**config.mk**
```make
export PLATFORM = sky130hd
export DESIGN_NAME = imw_walk
export DESIGN_NICKNAME = d
export VERILOG_FILES = /design/src/sv/imw_pkg.sv /design/src/sv/imw_walk.sv
export SDC_FILE = /design/constraint.sdc
export NUM_CORES = 1
export LEC_CHECK = 0
export BUFFER_PORTS_ARGS = -buffer_cell sky130_fd_sc_hd__buf_2
export CORE_ASPECT_RATIO = 0.8
export CORE_UTILIZATION = 39
export DETAILED_ROUTE_END_ITERATION = 6
export PLACE_DENSITY = 0.67
export SYNTH_ARGS = -nofsm -noshare
export SYNTH_HDL_FRONTEND = slang
export SYNTH_SLANG_ARGS = --single-unit
```
**constraint.sdc**
```tcl
create_clock -name i_clk -period 5.5 [get_ports i_clk]
set_clock_uncertainty 0.15 [all_clocks]
set_input_delay 1.1 -clock i_clk [delete_from_list [all_inputs] [get_ports i_clk]]
set_output_delay 1.1 -clock i_clk [all_outputs]
set_load 0.03 [all_outputs]
```
**src/sv/imw_pkg.sv**
```systemverilog
package imw_pkg;

    localparam int DIRECT_REFS     = 4;
    localparam int REFS_PER_BLOCK  = 256;
    localparam int INODES          = 64;
    localparam int STORE_BLOCKS    = 64;

    localparam int SLOTS_PER_INODE = DIRECT_REFS + 2;
    localparam int INODE_WORDS     = INODES * SLOTS_PER_INODE;
    localparam int STORE_WORDS     = STORE_BLOCKS * REFS_PER_BLOCK;
    localparam int SINGLE_LIMIT    = DIRECT_REFS + REFS_PER_BLOCK;
    localparam int LB_LIMIT        = SINGLE_LIMIT + REFS_PER_BLOCK * REFS_PER_BLOCK;

    // fixed field widths
    localparam int CMD_W    = 2;
    localparam int INO_W    = 6;
    localparam int SLOT_W   = 3;
    localparam int BLK_W    = 6;
    localparam int WORD_W   = 8;
    localparam int REF_W    = 32;
    localparam int LB_W     = 17;
    localparam int STATUS_W = 2;
    localparam int COUNT_W  = 7;
    localparam int CFG_IDX_W = 1;

    // derived internal widths
    localparam int INODE_AW = $clog2(INODE_WORDS);
    localparam int STORE_AW = $clog2(STORE_WORDS);
    localparam int WIDX_W   = $clog2(REFS_PER_BLOCK);
    localparam int SEL_W    = $clog2(SLOTS_PER_INODE);

    localparam logic [CMD_W-1:0] CMD_WRITE_SLOT = 2'd0;
    localparam logic [CMD_W-1:0] CMD_WRITE_WORD = 2'd1;
    localparam logic [CMD_W-1:0] CMD_TRANSLATE  = 2'd2;

    localparam logic [STATUS_W-1:0] ST_OK        = 2'd0;
    localparam logic [STATUS_W-1:0] ST_BAD_INODE = 2'd1;
    localparam logic [STATUS_W-1:0] ST_BAD_INDEX = 2'd2;
    localparam logic [STATUS_W-1:0] ST_OUTSIDE   = 2'd3;

    localparam logic [CFG_IDX_W-1:0] CFG_INODE_COUNT = 1'd0;
    localparam logic [CFG_IDX_W-1:0] CFG_NULL_REF    = 1'd1;

    localparam logic [COUNT_W-1:0] INODE_COUNT_RESET = 7'd64;
    localparam logic [REF_W-1:0]   NULL_REF_RESET    = 32'hFFFF_FFFF;

    typedef struct packed {
        logic                inode_we;
        logic                inode_re;
        logic [INODE_AW-1:0] inode_addr;
        logic                store_we;
        logic                store_re;
        logic [STORE_AW-1:0] store_addr;
        logic [REF_W-1:0]    wdata;
    } t_mem_req;

    typedef struct packed {
        logic [STATUS_W-1:0] status;
        logic [REF_W-1:0]    phys;
    } t_result;

    function automatic logic [STORE_AW-1:0] store_addr(input logic [BLK_W-1:0] blk,
                                                       input logic [WIDX_W-1:0] idx);
        store_addr = STORE_AW'(blk) * STORE_AW'(REFS_PER_BLOCK) + STORE_AW'(idx);
    endfunction

    function automatic logic [INODE_AW-1:0] inode_addr(input logic [INO_W-1:0] ino,
                                                       input logic [SEL_W-1:0] sel);
        inode_addr = INODE_AW'(ino) * INODE_AW'(SLOTS_PER_INODE) + INODE_AW'(sel);
    endfunction

endpackage

```
**src/sv/imw_walk.sv**
```systemverilog
module imw_walk (
    input  logic                            i_clk,
    input  logic                            i_rst_n,
    input  logic                            i_valid,
    input  logic [imw_pkg::CMD_W-1:0]       i_cmd,
    input  logic [imw_pkg::INO_W-1:0]       i_inode_number,
    input  logic [imw_pkg::SLOT_W-1:0]      i_slot,
    input  logic [imw_pkg::BLK_W-1:0]       i_store_block,
    input  logic [imw_pkg::WORD_W-1:0]      i_word_index,
    input  logic [imw_pkg::REF_W-1:0]       i_value,
    input  logic [imw_pkg::LB_W-1:0]        i_logical_block,
    input  logic                            i_cfg_we,
    input  logic [imw_pkg::CFG_IDX_W-1:0]   i_cfg_index,
    input  logic [imw_pkg::REF_W-1:0]       i_cfg_data,
    input  logic [imw_pkg::REF_W-1:0]       i_inode_rdata,
    input  logic [imw_pkg::REF_W-1:0]       i_store_rdata,
    input  logic                            i_out_free,
    output logic                            o_busy,
    output imw_pkg::t_mem_req               o_req,
    output logic                            o_push,
    output imw_pkg::t_result                o_result
);

    typedef enum logic [2:0] {
        S_IDLE,
        S_SLOT,
        S_WORD1,
        S_WORD2,
        S_HOLD
    } t_state;

    typedef enum logic [1:0] {
        K_DIRECT,
        K_SINGLE,
        K_DOUBLE
    } t_kind;

    t_state                          r_state, n_state;
    t_kind                           r_kind, n_kind;
    logic [imw_pkg::WIDX_W-1:0]      r_idx1, n_idx1;
    logic [imw_pkg::WIDX_W-1:0]      r_idx2, n_idx2;
    imw_pkg::t_result                r_res, n_res;
    logic [imw_pkg::COUNT_W-1:0]     r_inode_count;
    logic [imw_pkg::REF_W-1:0]       r_null_ref;

    imw_pkg::t_mem_req               req;
    imw_pkg::t_result                fin_res;
    logic                            finish;
    logic                            push;
    logic [imw_pkg::LB_W-1:0]        rel;
    logic [imw_pkg::SEL_W-1:0]       sel;

    always_comb begin
        n_state = r_state;
        n_kind  = r_kind;
        n_idx1  = r_idx1;
        n_idx2  = r_idx2;
        n_res   = r_res;
        req     = '0;
        fin_res = '0;
        finish  = 1'b0;
        push    = 1'b0;
        rel     = i_logical_block - imw_pkg::LB_W'(imw_pkg::SINGLE_LIMIT);
        sel     = '0;

        case (r_state)
            S_IDLE: begin
                if (i_valid) begin
                    case (i_cmd)
                        imw_pkg::CMD_WRITE_SLOT: begin
                            if (int'(i_inode_number) < imw_pkg::INODES &&
                                int'(i_slot) < imw_pkg::SLOTS_PER_INODE) begin
                                req.inode_we   = 1'b1;
                                req.inode_addr = imw_pkg::inode_addr(i_inode_number,
                                                                     imw_pkg::SEL_W'(i_slot));
                                req.wdata      = i_value;
                            end
                            finish = 1'b1;
                        end
                        imw_pkg::CMD_WRITE_WORD: begin
                            if (int'(i_store_block) < imw_pkg::STORE_BLOCKS &&
                                int'(i_word_index) < imw_pkg::REFS_PER_BLOCK) begin
                                req.store_we   = 1'b1;
                                req.store_addr = imw_pkg::store_addr(
                                    i_store_block, imw_pkg::WIDX_W'(i_word_index));
                                req.wdata      = i_value;
                            end
                            finish = 1'b1;
                        end
                        imw_pkg::CMD_TRANSLATE: begin
                            if (imw_pkg::COUNT_W'(i_inode_number) >= r_inode_count ||
                                int'(i_inode_number) >= imw_pkg::INODES) begin
                                finish         = 1'b1;
                                fin_res.status = imw_pkg::ST_BAD_INODE;
                            end else if (int'(i_logical_block) >= imw_pkg::LB_LIMIT) begin
                                finish         = 1'b1;
                                fin_res.status = imw_pkg::ST_BAD_INDEX;
                            end else begin
                                if (int'(i_logical_block) < imw_pkg::DIRECT_REFS) begin
                                    sel    = imw_pkg::SEL_W'(i_logical_block);
                                    n_kind = K_DIRECT;
                                end else if (int'(i_logical_block) < imw_pkg::SINGLE_LIMIT) begin
                                    sel    = imw_pkg::SEL_W'(imw_pkg::DIRECT_REFS);
                                    n_kind = K_SINGLE;
                                    n_idx1 = imw_pkg::WIDX_W'(i_logical_block -
                                             imw_pkg::LB_W'(imw_pkg::DIRECT_REFS));
                                end else begin
                                    sel    = imw_pkg::SEL_W'(imw_pkg::DIRECT_REFS + 1);
                                    n_kind = K_DOUBLE;
                                    n_idx1 = imw_pkg::WIDX_W'(rel / imw_pkg::REFS_PER_BLOCK);
                                    n_idx2 = imw_pkg::WIDX_W'(rel % imw_pkg::REFS_PER_BLOCK);
                                end
                                req.inode_re   = 1'b1;
                                req.inode_addr = imw_pkg::inode_addr(i_inode_number, sel);
                                n_state        = S_SLOT;
                            end
                        end
                        default: begin
                            finish = 1'b1;
                        end
                    endcase
                end
            end
            S_SLOT: begin
                if (r_kind == K_DIRECT) begin
                    finish       = 1'b1;
                    fin_res.phys = i_inode_rdata;
                end else if (i_inode_rdata == r_null_ref) begin
                    finish       = 1'b1;
                    fin_res.phys = r_null_ref;
                end else if (i_inode_rdata >= imw_pkg::REF_W'(imw_pkg::STORE_BLOCKS)) begin
                    finish         = 1'b1;
                    fin_res.status = imw_pkg::ST_OUTSIDE;
                end else begin
                    req.store_re   = 1'b1;
                    req.store_addr = imw_pkg::store_addr(
                        i_inode_rdata[imw_pkg::BLK_W-1:0], r_idx1);
                    n_state        = S_WORD1;
                end
            end
            S_WORD1: begin
                if (r_kind == K_SINGLE) begin
                    finish       = 1'b1;
                    fin_res.phys = i_store_rdata;
                end else if (i_store_rdata == r_null_ref) begin
                    finish       = 1'b1;
                    fin_res.phys = r_null_ref;
                end else if (i_store_rdata >= imw_pkg::REF_W'(imw_pkg::STORE_BLOCKS)) begin
                    finish         = 1'b1;
                    fin_res.status = imw_pkg::ST_OUTSIDE;
                end else begin
                    req.store_re   = 1'b1;
                    req.store_addr = imw_pkg::store_addr(
                        i_store_rdata[imw_pkg::BLK_W-1:0], r_idx2);
                    n_state        = S_WORD2;
                end
            end
            S_WORD2: begin
                finish       = 1'b1;
                fin_res.phys = i_store_rdata;
            end
            S_HOLD: begin
                // result parked until the output register frees up
                if (i_out_free) begin
                    push    = 1'b1;
                    n_state = S_IDLE;
                end
            end
            default: begin
                n_state = S_IDLE;
            end
        endcase

        if (finish) begin
            n_res = fin_res;
            if (i_out_free) begin
                push    = 1'b1;
                n_state = S_IDLE;
            end else begin
                n_state = S_HOLD;
            end
        end
    end

    always_ff @(posedge i_clk) begin
        if (!i_rst_n) begin
            r_state       <= S_IDLE;
            r_inode_count <= imw_pkg::INODE_COUNT_RESET;
            r_null_ref    <= imw_pkg::NULL_REF_RESET;
        end else begin
            r_state <= n_state;
            if (i_cfg_we) begin
                case (i_cfg_index)
                    imw_pkg::CFG_INODE_COUNT: r_inode_count <= i_cfg_data[imw_pkg::COUNT_W-1:0];
                    imw_pkg::CFG_NULL_REF:    r_null_ref    <= i_cfg_data;
                    default: ;
                endcase
            end
        end
        r_kind <= n_kind;
        r_idx1 <= n_idx1;
        r_idx2 <= n_idx2;
        r_res  <= n_res;
    end

    assign o_busy   = (r_state != S_IDLE);
    assign o_req    = req;
    assign o_push   = push;
    assign o_result = (r_state == S_HOLD) ? r_res : fin_res;

endmodule

```
==> results_dict.tcl, run 1 <==
set metrics [dict create \
    status "completed" \
    vias 6981 \
    ys.flop_type "edfxtp_1" \
    endpoint_kind "primary output" \
    clockBufferDepth 2 \
    cts_made_buffers 9 \
    dpl-instance-area_sq_mm 0.00837 \
    synthTopCellsByArea "edfxtp_1 23%, dfxtp_1 12%, xor2_1 9.0%, o211ai_1 7.7%, nand2_1 5.2%" \
    netlist_instances 789 \
    grt_pass1_vias 6476 \
    cp-start-kind "input port" \
    globalRouteOverflowTotal 0 \
    synthToLayoutAreaGrowth_pct 28.5 \
    ios 271 \
    syn-num-nets 987 \
    start_util_pct 40.4 \
    path_max_fanout 5 \
    p_per_area_mw_per_mm2 229 \
    grt_usage_pct 26.1 \
    row_count 42 \
    dr.pass1.iters 5 \
    cts_tree "done" \
    fillCellCount 1663 \
    clk_latency_ns 0.35 \
    utilization_pct 51.8 \
    synth-seq-cells 94 \
    required_ns 4.25 \
    cts_max_level 3 \
    period_needed_ns 5.30 \
    synth_most_common_cell "nand2_1" \
    gp_congestion 0.958 \
    synth_common_cells "93 x nand2_1, 69 x o211ai_1, 69 x xor2_1" \
    postCtsSetupRepairBufs 0 \
    nNetsFinal 1243 \
    ys_types 62 \
    fmax_mhz 189 \
    place_ws_ns 0.193 \
    finalInstanceArea_sq_mm 0.00866 \
    coreArea_sq_mm 0.0167 \
    syn_area_sq_mm 0.00674 \
    synth_warnings 0 \
    finalWorstSetupSlack_ns 0.201 \
    dp_hpwl_um 18500 \
    synth_top_area_cell "edfxtp_1" \
    drive_gt1_share_pct 30.9 \
    p_sw_share_pct 33.5 \
    worstMarginPinSlew_ns 0.895 \
    yosysTopAreaCellShare_pct 23.2 \
    p_total_mw 1.99 \
    clkPwrFrac_pct 30.4 \
    rsz0062_at_grt "false" \
    drc_errors 0 \
    slew_viol_final 0 \
    tns_ns 0 \
    hold_path_class "reg2reg" \
    leakage_nw 3.91 \
    cts_root_buf "clkbuf_16" \
    switching_power_mw 0.665 \
    wl_um 23600 \
    crit_type "in2out" \
    io_buffers 270 \
    period_share_pct 96.3 \
    async_reset_ff_share_pct 0 \
    ant_nets 0 \
    worstPathArrival_ns 4.05 \
    syn-mean-instance-area_sq_um 8.55 \
    finalHoldViolCount 0 \
    hold_buffers 0 \
    drt_iter0_markers 457 \
    die-area_sq_mm 0.0178 \
    drv_cap 0 \
    comb_power_share_pct 27.2 \
    relSlewSlack_pct 40.3 \
    antenna_found_initial 2 \
    grt_pass1_wl_um 35700 \
    die_width_um 149 \
    cts.sinks 94 \
    synth_edf_count 52 \
    chipHeight_um 120 \
    power.internal_mw 1.32 \
    viasPerCell 5.49 \
    seqPwrFrac_pct 42.4 \
    cts_resized 0 \
    grt_max_degree 43 \
    setup_violations 0 \
    post_drt_wl_per_cell_um 18.5 \
    clk_pin_slew_worst_paths_ns 0.06 \
    ir_drop_uv 147 \
    synth.yosys.seq_area_share_pct 35.6 \
]
-- sequential cells by signal, indices dropped and copies added (netlist names) --
name / cells
r_res: 34
r_null_ref: 32
r_idx1: 8
r_idx2: 8
r_inode_count: 7
r_state: 3
r_kind: 2
-- power by group through the flow --
stage               logic [mW]  clock network [mW]  registers, mW
finish                   0.540               0.603          0.842
CTS                      0.537               0.614          0.841
global placement         0.532                   0          0.854
global route             0.585               0.636          0.848
detailed placement       0.534                   0          0.857
floorplan                0.321                   0          0.846
-- per-layer routing --
metal | track usage [%] | part of all wire (%) | vias up
li1 | - | - | 3383
met1 | 37.9 | 47 | 3256
met2 | 38.9 | 43 | 306
met3 | 5.48 | 7.9 | 36
met4 | 7.14 | 2.2 | 0
met5 | 0 | 0 | -
-- metrics by stage --
stage / instances / hold slack [ns]
2_1_floorplan: 789 / 0.309
3_3_place_gp: 1254 / 0.351
3_5_place_dp: 1254 / 0.360
4_1_cts: 1270 / 0.377
5_1_grt: 1270 / 0.409
6_report: 1272 / 0.372
-- cell usage in the layout (no fill, tap or decap), types with 6 or more instances in the layout --
cell type / n
o211ai_1: 69
a22oi_1: 36
nand2_1: 93
xor2_1: 69
buf_4: 16
nand2b_1: 6
o21ai_0: 44
or2_2: 8
clkbuf_16: 9
inv_1: 59
nand4_1: 6
buf_2: 270
nor4_1: 30
ha_1: 19
edfxtp_1: 52
nor3_1: 13
nor2_1: 36
a221o_1: 14
nor2b_1: 9
a21oi_1: 13
xnor2_1: 6
mux2i_1: 8
and2_1: 41
and2_0: 7
nand3_1: 7
dfxtp_1: 42
-- worst max-delay path, cell delays in order --
cell      delay (ns)
buf_2           0.12
or3_4           0.38
or4_1           0.55
nor3_1          0.16
buf_4           0.14
inv_1           0.06
ha_1            0.29
a21oi_1         0.10
nor3_1          0.23
inv_1           0.11
nor4_2          0.18
o21ai_1         0.11
a211oi_1        0.25
buf_2           0.25
-- layout make-up --
class / instances / area (sq um) / share of cell area [%]
tap: 220 / 275 / 3.18
antenna: 2 / 5.00 / 0.0578
sequential: 94 / 2400 / 27.7
clock buffer: 10 / 239 / 2.76
clock inverter: 6 / 43.8 / 0.505
inverter: 59 / 221 / 2.56
timing repair buffer: 287 / 1490 / 17.2
multi-input combinational: 594 / 3990 / 46.0
-- cells by family after synthesis --
kind of cell    after synthesis  synth area share, %
mux                           9                 1.35
simple gates                276                 20.9
flops                        94                 35.6
xor+xnor                     75                 9.74
fa+ha+maj                    22                 4.42
buf+inv                     101                 5.64
compound gates              212                 22.4
-- worst paths after layout --
check,from,to,slack (ns),cells past startpoint
setup / recovery,i_logical_block[9],o_req[54],0.20,14
hold / removal,r_inode_count[6],r_inode_count[6],0.37,2
setup reg to reg,r_null_ref[30],r_res[11],2.20,7
hold reg to reg,r_inode_count[6],r_inode_count[6],0.37,2
Power figures use the tool's default switching activity.
==> run 2: changes to the inputs <==
--- a/config.mk
+++ b/config.mk
@@ -5,11 +5,13 @@
 export SDC_FILE = /design/constraint.sdc
 export NUM_CORES = 1
 export LEC_CHECK = 0
+export ABC_AREA = 1
 export BUFFER_PORTS_ARGS = -buffer_cell sky130_fd_sc_hd__buf_2
 export CORE_ASPECT_RATIO = 0.8
 export CORE_UTILIZATION = 39
+export CTS_BUF_LIST = sky130_fd_sc_hd__clkbuf_4
 export DETAILED_ROUTE_END_ITERATION = 6
-export PLACE_DENSITY = 0.67
+export PLACE_DENSITY = 0.66
 export SYNTH_ARGS = -nofsm -noshare
 export SYNTH_HDL_FRONTEND = slang
 export SYNTH_SLANG_ARGS = --single-unit
==> results_dict.tcl, run 2 <==
set metrics [dict create \
    gp_congestion 0.879 \
    required_ns 4.25 \
    finalHoldViolCount 0 \
    start_util_pct 39.9 \
    endpoint_kind "primary output" \
    drt_iter0_markers 478 \
    path_cells "buf_2 -> nor2_1 -> nand3_1 -> nor2_1 -> inv_1 -> nor3_1 -> ha_1 -> a21oi_1 -> or2_2 -> nor2_1 -> nand2_1 -> nor2_1 -> nand2_1 -> nand2_1 -> nand3_1 -> a21oi_1 -> buf_2" \
    netlist_instances 1088 \
    ios 271 \
    min_from "r_inode_count[4]" \
    period_share_pct 91.3 \
    final_cell_count_no_fill 1582 \
    dp_cells 1563 \
    status "completed" \
    yosysTopAreaCellShare_pct 21.6 \
    drive_gt1_share_pct 22.8 \
    clk_pin_slew_worst_paths_ns 0.14 \
    synth_common_cells "380 x nand2_1, 139 x nor2_1, 125 x inv_1" \
    timing.rr.end "r_idx2[4]" \
    syn-num-nets 1286 \
    grt_pass1_vias 7016 \
    post_drt_wl_per_cell_um 15.2 \
    rsz0062_at_grt "false" \
    dpl-instance-area_sq_mm 0.00877 \
    setup_violations 0 \
    syn_area_sq_mm 0.00722 \
    slowest_delay_ns 0.41 \
    leakage_nw 4.64 \
    die_width_um 154 \
    synthToLayoutAreaGrowth_pct 23.2 \
    cts_max_level 3 \
    cts.sinks 94 \
    worstHoldPathCells 2 \
    p_per_area_mw_per_mm2 273 \
    p_total_mw 2.42 \
    largestRegisters "r_res (34), r_null_ref (32)" \
    synth_top_area_cell "edfxtp_1" \
    cts_resized 0 \
    synthTopCellsByArea "edfxtp_1 22%, nand2_1 20%, dfxtp_1 12%, nor2_1 7.2%, xnor2_1 6.9%" \
    finalInstanceArea_sq_mm 0.00889 \
    critPathBufInv 3 \
    synth-seq-cells 94 \
    hold_end "r_inode_count[4]" \
    top_register "r_res" \
    syn-mean-instance-area_sq_um 6.64 \
    async_reset_ff_share_pct 0 \
    antenna_found_initial 3 \
    grt_pass1_wl_um 37200 \
    critical-path-top-delay-family "simple AND/OR/NAND/NOR gates" \
    fmax_mhz 199 \
    wl_um 24000 \
    period_needed_ns 5.02 \
    r2r_slack_ns 2.51 \
    chipHeight_um 124 \
    critPathMostFrequentCell "nor2_1" \
    row_count 44 \
    postCtsSetupRepairBufs 0 \
    ys_types 38 \
    worstPathArrival_ns 3.77 \
    ys.flop_type "edfxtp_1" \
    slew_viol_final 0 \
    utilization_pct 49.1 \
    synth_most_common_cell "nand2_1" \
    finalWorstSetupSlack_ns 0.479 \
    dr.pass1.iters 5 \
    ant_nets 0 \
    cts_tree "done" \
    cp-start-kind "input port" \
    fillCellCount 1842 \
    dp_hpwl_um 18800 \
    place_ws_ns 0.532 \
    r2r_start "r_state[0]" \
    grt_max_degree 41 \
    die-area_sq_mm 0.0191 \
    io_buffers 270 \
    coreArea_sq_mm 0.0181 \
    viasPerCell 4.95 \
    nNetsFinal 1542 \
    synth.yosys.seq_area_share_pct 33.3 \
    drv_cap 0 \
    relSlewSlack_pct 24.4 \
    cts_made_buffers 9 \
    tns_ns 0 \
    layout_commonest_cell "nand2_1" \
    crit_type "in2out" \
    largest_register_ffs 34 \
    vias 7826 \
    mostFrequentLayoutCells "380 x nand2_1, 270 x buf_2, 139 x nor2_1" \
    grt_usage_pct 25.2 \
    worst_r2r_path_depth 5 \
    drc_errors 0 \
    synth_warnings 0 \
    slowest_stage "nor3_1" \
    path_max_fanout 4 \
    clk_latency_ns 0.48 \
    hold_path_class "reg2reg" \
    synth_edf_count 52 \
    globalRouteOverflowTotal 0 \
    ir_drop_uv 178 \
    cts_root_buf "clkbuf_4" \
    hold_buffers 0 \
    hold_ws_ns 0.320 \
    worstMarginPinSlew_ns 1.13 \
    clockBufferDepth 2 \
]
[run 2: changes by cell type after synthesis, moves of 38 or more]
cell | before | now
xnor2_1 | 6 | 57
nand3_1 | 7 | 73
nor2_1 | 38 | 139
o211ai_1 | 69 | 31
and2_1 | 43 | 0
xor2_1 | 69 | 7
nand2_1 | 93 | 380
inv_1 | 59 | 125
[run 2: cell families after synthesis]
| logic type | after synthesis | share of synthesized area, % |
|---|---|---|
| AO/OA/AOI/OAI | 115 | 10.4 |
| XOR/XNOR | 64 | 7.76 |
| adder cells (fa/ha/maj) | 22 | 4.12 |
| buffers and inverters | 159 | 8.61 |
| flip-flops | 94 | 33.3 |
| AND/OR/NAND/NOR | 634 | 35.8 |
[run 2: worst reg2reg max path: cells and delay by family, from the launching register on]
kind / cells / cell delay [ns]
flops: 1 / 0.37
buf+inv: 1 / 0.26
simple gates: 4 / 1.84
[run 2: worst max path at each step]
| stage | startpoint | to | slack [ns] | cells after the start |
|---|---|---|---|---|
| floorplan | i_inode_number[4] | o_push | 0.77 | 11 |
| global placement | i_logical_block[6] | o_req[56] | 0.64 | 18 |
| detailed placement | i_logical_block[6] | o_req[56] | 0.53 | 17 |
| CTS | i_logical_block[6] | o_req[56] | 0.53 | 17 |
| global route | i_logical_block[6] | o_req[56] | 0.25 | 18 |
| finish | i_logical_block[6] | o_req[56] | 0.48 | 17 |
[run 2: layer usage]
layer / up-vias / global-route usage [%] / share of wire, %
met4: 0 / 6.19 / 1.2
met5: - / 0 / 0
met2: 236 / 37.2 / 42
li1: 4001 / - / -
met3: 21 / 4.14 / 5.6
met1: 3568 / 37.7 / 51
[run 2: cell type report]
type	count	area [sq um]	area share [%]
multi-input combinational	835	4200	47.3
inverter	127	477	5.36
sequential	94	2400	27.0
antenna	3	7.51	0.0844
clock inverter	6	37.5	0.422
clock buffer	10	75.1	0.844
tap	230	288	3.24
timing repair buffer	277	1400	15.8
[run 2: power breakdown]
| group | total [mW] | internal (mW) | switching [mW] |
|---|---|---|---|
| clock network | 0.341 | 0.0966 | 0.245 |
| registers | 1.00 | 0.939 | 0.0648 |
| logic | 1.08 | 0.317 | 0.762 |
| total | 2.42 | 1.35 | 1.07 |
